--- src/bls_pkg.sv ---
// Package for the bounded LIFO stack unit.
// Holds the request/response payload types, operation and status codes
// and the controller state type. No dependencies.
`default_nettype none

package bls_pkg;

   typedef enum logic [1:0] {
      OP_PUSH = 2'd0,
      OP_POP  = 2'd1,
      OP_PEEK = 2'd2,
      OP_SHOW = 2'd3
   } op_type;

   typedef enum logic [1:0] {
      STATUS_OK       = 2'd0,
      STATUS_OVERFLOW = 2'd1,
      STATUS_EMPTY    = 2'd2
   } status_type;

   typedef enum logic [1:0] {
      ST_IDLE,
      ST_READ,
      ST_LIST
   } state_type;

   typedef struct packed {
      op_type             operation;
      logic signed [31:0] value;
   } req_type;

   typedef struct packed {
      status_type         status;
      logic signed [31:0] data;
      logic               last;
   } rsp_type;

endpackage : bls_pkg

`default_nettype wire

--- src/bls_rsp_reg.sv ---
// One-entry response register between the stack controller and the
// response channel. Depends on bls_pkg for the response type.
`default_nettype none

module bls_rsp_reg (
   input  wire logic            clock,
   input  wire logic            reset,
   input  wire logic            load,
   input  wire bls_pkg::rsp_type load_data,
   output logic                 free,
   output logic                 rsp_valid,
   output bls_pkg::rsp_type     rsp_payload,
   input  wire logic            rsp_stall
);
   import bls_pkg::*;

   logic    valid_ff;
   logic    valid_in;
   rsp_type data_ff;

   assign free     = !valid_ff || !rsp_stall;
   assign valid_in = load || (valid_ff && rsp_stall);

   always_ff @(posedge clock) begin
      if (reset) begin
         valid_ff <= 1'b0;
      end else begin
         valid_ff <= valid_in;
      end
   end

   always_ff @(posedge clock) begin
      if (load) begin
         data_ff <= load_data;
      end
   end

   assign rsp_valid   = valid_ff;
   assign rsp_payload = data_ff;

endmodule : bls_rsp_reg

`default_nettype wire

--- src/bounded_lifo_stack_unit.sv ---
// Bounded LIFO stack of signed 32-bit words, top level.
// Depends on bls_pkg and bls_rsp_reg.
//
// Usage:
//   Request channel (req_valid/req_stall/req_payload) carries one operation:
//   push, pop, peek or display. Response channel (rsp_valid/rsp_stall/
//   rsp_payload) returns status, data and last; last marks the final
//   response of a request.
// Operation:
//   Push and every error response are loaded at acceptance, response visible
//   the cycle after acceptance. Pop and peek first do a synchronous read
//   of the word store. Display: one store read per stored word, from the
//   top down. One request is worked on at a time; req_stall is high
//   while a request is in progress or the response register is full and
//   stalled.
// Reset:
//   Synchronous, active high. Clears the fill count and the controller;
//   the word store is not cleared and needs no clearing pass.
// Stall:
//   A stalled response holds in the output register; the controller waits
//   with the store read data held until the register is free.
`default_nettype none

module bounded_lifo_stack_unit #(
   parameter int DEPTH = 64
) (
   input  wire logic             clock,
   input  wire logic             reset,
   input  wire logic             req_valid,
   output logic                  req_stall,
   input  wire bls_pkg::req_type req_payload,
   output logic                  rsp_valid,
   input  wire logic             rsp_stall,
   output bls_pkg::rsp_type      rsp_payload
);
   import bls_pkg::*;

   localparam int AW = (DEPTH > 1) ? $clog2(DEPTH) : 1;
   localparam int CW = $clog2(DEPTH + 1);

   logic signed [31:0] mem [DEPTH];

   state_type          state_ff, state_in;
   logic [CW-1:0]      cnt_ff, cnt_in;
   logic [AW-1:0]      ptr_ff, ptr_in;
   logic signed [31:0] rd_data_ff;

   logic               rd_en;
   logic [AW-1:0]      rd_addr;
   logic               wr_en;
   logic               load;
   rsp_type            load_data;
   logic               out_free;
   logic               accept;
   logic               full;
   logic               empty;
   logic [CW-1:0]      cnt_dec;
   logic [AW-1:0]      top_addr;
   logic [AW-1:0]      ptr_dec;

   bls_rsp_reg u_rsp (
      .clock       (clock),
      .reset       (reset),
      .load        (load),
      .load_data   (load_data),
      .free        (out_free),
      .rsp_valid   (rsp_valid),
      .rsp_payload (rsp_payload),
      .rsp_stall   (rsp_stall)
   );

   assign req_stall = !((state_ff == ST_IDLE) && out_free);
   assign accept    = req_valid && !req_stall;
   assign full      = (cnt_ff == CW'(DEPTH));
   assign empty     = (cnt_ff == '0);
   assign cnt_dec   = cnt_ff - CW'(1);
   assign top_addr  = cnt_dec[AW-1:0];
   assign ptr_dec   = ptr_ff - AW'(1);

   always_comb begin
      state_in  = state_ff;
      cnt_in    = cnt_ff;
      ptr_in    = ptr_ff;
      rd_en     = 1'b0;
      rd_addr   = ptr_ff;
      wr_en     = 1'b0;
      load      = 1'b0;
      load_data = '{status: STATUS_OK, data: '0, last: 1'b1};
      unique case (state_ff)
         ST_IDLE: begin
            if (accept) begin
               case (req_payload.operation) inside
                  OP_PUSH: begin
                     load = 1'b1;
                     if (full) begin
                        load_data.status = STATUS_OVERFLOW;
                     end else begin
                        wr_en          = 1'b1;
                        cnt_in         = cnt_ff + CW'(1);
                        load_data.data = req_payload.value;
                     end
                  end
                  OP_POP, OP_PEEK: begin
                     if (empty) begin
                        load             = 1'b1;
                        load_data.status = STATUS_EMPTY;
                     end else begin
                        rd_en    = 1'b1;
                        rd_addr  = top_addr;
                        state_in = ST_READ;
                        if (req_payload.operation == OP_POP) begin
                           cnt_in = cnt_dec;
                        end
                     end
                  end
                  default: begin
                     if (empty) begin
                        load             = 1'b1;
                        load_data.status = STATUS_EMPTY;
                     end else begin
                        rd_en    = 1'b1;
                        rd_addr  = top_addr;
                        ptr_in   = top_addr;
                        state_in = ST_LIST;
                     end
                  end
               endcase
            end
         end
         ST_READ: begin
            if (out_free) begin
               load           = 1'b1;
               load_data.data = rd_data_ff;
               state_in       = ST_IDLE;
            end
         end
         ST_LIST: begin
            if (out_free) begin
               load           = 1'b1;
               load_data.data = rd_data_ff;
               load_data.last = (ptr_ff == '0);
               if (ptr_ff == '0) begin
                  state_in = ST_IDLE;
               end else begin
                  ptr_in  = ptr_dec;
                  rd_en   = 1'b1;
                  rd_addr = ptr_dec;
               end
            end
         end
         default: begin
            state_in = ST_IDLE;
         end
      endcase
   end

   always_ff @(posedge clock) begin
      if (reset) begin
         state_ff <= ST_IDLE;
         cnt_ff   <= '0;
      end else begin
         state_ff <= state_in;
         cnt_ff   <= cnt_in;
      end
   end

   always_ff @(posedge clock) begin
      ptr_ff <= ptr_in;
   end

   // word store: one write port, one registered read port
   always_ff @(posedge clock) begin
      if (wr_en) begin
         mem[cnt_ff[AW-1:0]] <= req_payload.value;
      end
      if (rd_en) begin
         rd_data_ff <= mem[rd_addr];
      end
   end

endmodule : bounded_lifo_stack_unit

`default_nettype wire

--- config.mk ---
export PLATFORM = sky130hd
export DESIGN_NAME = bounded_lifo_stack_unit
export DESIGN_NICKNAME = d
export VERILOG_FILES = /design/src/bls_pkg.sv /design/src/bls_rsp_reg.sv /design/src/bounded_lifo_stack_unit.sv
export SDC_FILE = /design/constraint.sdc
export NUM_CORES = 2
export LEC_CHECK = 0
export BUFFER_PORTS_ARGS = -buffer_cell sky130_fd_sc_hd__clkbuf_2
export CORE_ASPECT_RATIO = 1.75
export CORE_MARGIN = 2
export CORE_UTILIZATION = 30
export CTS_CLUSTER_DIAMETER = 50
export DETAILED_ROUTE_END_ITERATION = 16
export HOLD_SLACK_MARGIN = 0.03
export PLACE_DENSITY = 0.46
export SETUP_SLACK_MARGIN = 0.02
export SYNTH_ARGS = -nofsm -noshare
export SYNTH_HDL_FRONTEND = slang
export SYNTH_HIERARCHICAL = 1
export SYNTH_SLANG_ARGS = --single-unit
--- constraint.sdc ---
create_clock -name clock -period 10.9 [get_ports clock]
set_input_delay 1.09 -clock clock [delete_from_list [all_inputs] [get_ports clock]]
set_output_delay 1.09 -clock clock [all_outputs]
set_load 0.01 [all_outputs]
==> results.txt <==
----------------------------------------------------
[Floorplanning]
  Die outline area ... 282000 um2
  Starting density of the core ... 30.1%
  Cell row count ... around 260
  Die width ... roughly 400 um
  DIE HEIGHT ... about 700 um
  Core area ... between 200000 and 300000 um2
  I/O pins ... 75

[Place]
  Number of buffer cells added on primary ports ... 74
  Hpwl dp ... 146000 um
  Total cell area at the placement stage ... between 80000 and 90000 um2
  Placer's final routability congestion estimate ... approximately 0.79
  Setup Slack @ Placement ... slightly above 4 ns

[Timing]
  PnR worst setup slack ... ~4.9 ns
  Highest achievable clock rate ... 166 MHz
  Final number of max-transition violations ... 0
  Worst-Margin Slew ... about 1.2 ns
  Final number of hold-violating endpoints ... 0
  Tmin final ... slightly above 6 ns
  Worst slew margin relative to its limit ... about 23%
  Unrepaired setup endpoints after global routing ... no
  Final number of setup-violating endpoints ... 0
  Total negative setup slack ... 0 ns
  Setup Skew ... between 0.03 and 0.04 ns
  Period Utilization, post-route ... a little under three fifths

[Finish]
  Design Area, Final ... 94100 um2
  Synth-to-layout area growth ... 12.9%
  Fraction of layout instances using a drive strength above 1 ... between 10% and 20%
  Nets ... approximately 5800

[Setup path]
  Crit path DAT ... about 6.6 ns
  Worst path required time ... between 10 and 15 ns
  Maximum net fanout on the critical path ... 55
  Critical Path Start Type ... input pin
  Minimum setup slack among reg-to-reg paths ... slightly below 5 ns
  Startpoint of the worst-slack reg-to-reg timing path ... u_rsp/rsp_valid$_SDFF_PP0_
  Reg-to-reg endpoint ... rd_data_ff[24]$_DFFE_PP_
  Number of cells on the worst reg-to-reg path ... 12
  Crit path kind ... in2reg
  Endpoint type of the worst setup path ... flop

[Synth]
  Share of the synthesized area in the top cell type ... 76.4%
  Top flip-flop cell by instance count after synthesis ... sky130_fd_sc_hd__edfxtp_1
  Distinct cell type count of the synthesized netlist ... 73
  Avg Synthesized Cell Area ... between 10 and 15 um2
  Leading area contributor after synthesis ... sky130_fd_sc_hd__edfxtp_1
  Synthesized cell area ... 83300 um2
  Sequential-to-total area share from yosys stat ... about three quarters
  Syn Nets ... approximately 5700
  Number of synthesized flops with an enable pin ... approximately 2100
  Share of flip-flops with an asynchronous set or reset after synthesis ... 0%
  Flip-flop and latch count after synthesis ... ~2100
  Most common cell in the netlist ... sky130_fd_sc_hd__edfxtp_1
  Cell types occupying the most area after synthesis ... sky130_fd_sc_hd__edfxtp_1 (76%), sky130_fd_sc_hd__nand2_1 (6.7%), sky130_fd_sc_hd__mux2i_1 (4.0%)
  Commonest cells in the netlist ... sky130_fd_sc_hd__edfxtp_1 (2121), sky130_fd_sc_hd__nand2_1 (1483), sky130_fd_sc_hd__nand3_1 (438)
  Yosys synthesis warning count ... 6
  Synthesized netlist cell count ... about 5700

[Detailed routing]
  Post-detailed-route via-to-cell ratio ... between 5 and 6
  Post-route antenna net violation count ... 0
  DRT iter0 DRCs ... 4280
  Routed WL per cell ... approximately 29 um
  TritonRoute pass-1 iters ... 6
  Wirelength, routed ... around 270000 um
  Via count of the routed design ... between 40000 and 50000
  Remaining DRCs ... 0

[Clocking]
  Clock transition at the registers of the reported paths ... ~0.07 ns
  PostCTS Resize Cnt ... 0
  TritonCTS clock tree ... yes
  Number of buffers created by CTS ... approximately 190
  Root cell of the clock tree ... sky130_fd_sc_hd__clkbuf_16
  Level count of the clock H-tree ... 4
  Total number of clock tree sinks ... around 2100
  CTS max path bufs ... 4
  Count of hold buffers inserted by post-cts repair ... 0
  Worst-skew pair later-pin latency ... around 0.86 ns
  Setup Buffers After CTS ... 0

[Flow run]
  Max cap viols ... 0

[Worst hold path]
  Hold Path Cell Cnt ... 3
  Class of the tightest hold or removal check ... in2reg
  Launch instance of the worst min-delay path ... rsp_stall
  Worst Hold Path EP ... u_rsp/rsp_valid$_SDFF_PP0_

[Global routing]
  Total global-route track usage ... between 10% and 20%
  Total grt overflow ... 0
  Wire length of the first global-routing pass ... about 380000 um
  Number of global-route vias before repair ... 48700
  Initial antenna violation count ... 7
  Maximum number of pins on one net before global-route repair ... between 150 and 200

[Pwr]
  Total power per unit cell area ... around 270 nW/um2
  Leakage ... between 30 and 40 nW
  Maximum ir drop on the vdd rail ... approximately 0.31 mV

[Status]
  Run status ... finished clean

----------------------------------------------------
how the worst max path moves through the flow:
| stage | start | to | slack [ns] | depth (start not counted) |
|---|---|---|---|---|
| 6_report | req_payload[32] | rd_data_ff[24]$_DFFE_PP_ | 4.87 | 14 |
| 5_1_grt | req_payload[32] | rd_data_ff[26]$_DFFE_PP_ | 4.63 | 14 |
| 4_1_cts | req_payload[32] | rd_data_ff[26]$_DFFE_PP_ | 5.01 | 14 |
| 3_5_place_dp | req_payload[32] | rd_data_ff[26]$_DFFE_PP_ | 4.15 | 14 |
| 3_3_place_gp | req_payload[32] | rd_data_ff[19]$_DFFE_PP_ | 4.26 | 14 |
| 2_1_floorplan | rsp_stall | mem[40][0]$_DFFE_PP_ | 4.69 | 7 |
stage by stage:
step                      total power (W)  util [%]  hold slack [ns]  instances
final                              0.0258      34.0            0.508       9494
after global routing               0.0269      34.0            0.515       9492
after CTS                          0.0260      34.0            0.451       9491
after detailed placement           0.0196      31.9            0.529       9178
after global placement             0.0195      31.9            0.506       9178
after floorplan                    0.0158         -            0.518       5687
worst max-delay path, stage by stage:
cell and delay (ns):
sky130_fd_sc_hd__clkbuf_2 0.10, sky130_fd_sc_hd__inv_1 0.04, sky130_fd_sc_hd__ha_1 0.43, sky130_fd_sc_hd__nand4b_1 0.83, sky130_fd_sc_hd__and2_1 0.45, sky130_fd_sc_hd__a221oi_1 0.38, sky130_fd_sc_hd__nand2_1 0.58, sky130_fd_sc_hd__nor2_4 0.54
sky130_fd_sc_hd__buf_4 0.54, sky130_fd_sc_hd__buf_4 0.76, sky130_fd_sc_hd__a32oi_1 0.19, sky130_fd_sc_hd__and3_1 0.22, sky130_fd_sc_hd__a31oi_1 0.23, sky130_fd_sc_hd__nand4_1 0.12
flip-flops by register name, summed over array words and instances (netlist names):
| register | count |
|---|---|
| cnt_ff | 7 |
| u_rsp/rsp_valid | 1 |
| state_ff | 2 |
| mem | 2048 |
| rd_data_ff | 32 |
| ptr_ff | 6 |
| u_rsp/rsp_payload | 35 |
layout make-up:
type / instances / area [um2]
inverter: 10 / 37.5
multi-input combinational: 3194 / 18200
antenna: 3 / 7.51
clock inverter: 90 / 742
sequential: 2131 / 63900
clock buffer: 223 / 4920
tap: 3612 / 4520
fill: 26600 / 183000
timing repair buffer: 231 / 1710
placed cells by master, fill, tap and decap left out, drive strengths merged, types with 4 or more instances in the layout:
master,n
a21o,4
nor2b,6
nor4,7
or4b,5
nand2b,5
clkinv,71
nand4,128
edfxtp,2121
a31oi,169
nand3,439
mux2i,337
o21ai,11
o2111ai,30
a32oi,216
nor3,11
and3,29
bufinv,11
dfxtp,10
buf,157
or4,27
nor2,133
o22ai,15
ha,10
xnor2,5
a21oi,30
and2,4
clkinvlp,4
or3,7
nand2,1484
inv,14
a22oi,34
mux4,4
clkbuf,297
routing by layer:
metal | global-route usage [%] | vias to the layer above | routed length, um
met5 | 0 | - | 10
li1 | - | 21700 | -
met2 | 35.3 | 1422 | 146000
met4 | 5.55 | 2 | 8320
met3 | 1.51 | 391 | 10400
met1 | 22.6 | 26100 | 107000
logic make-up (layout without fill, tap and decap cells):
group,after synthesis,count (layout),synth area share [%]
and+or+nand+nor,2298,2298,11.9
adders and majority gates,10,10,0.150
xor gates and xnor gates,7,7,0.0736
other,0,3,0
buffers and inverters,362,554,2.15
DFF,2131,2131,76.7
AOI/OAI and AO/OA,536,536,4.89
muxes,343,343,4.19
report_power, final:
part | total (W) | internal (W) | switching [W]
Combinational | 0.00991 | 0.00270 | 0.00721
Clock | 0.00646 | 0.00347 | 0.00299
Sequential | 0.00944 | 0.00933 | 0.000105
(Power assumes the default switching activity.)
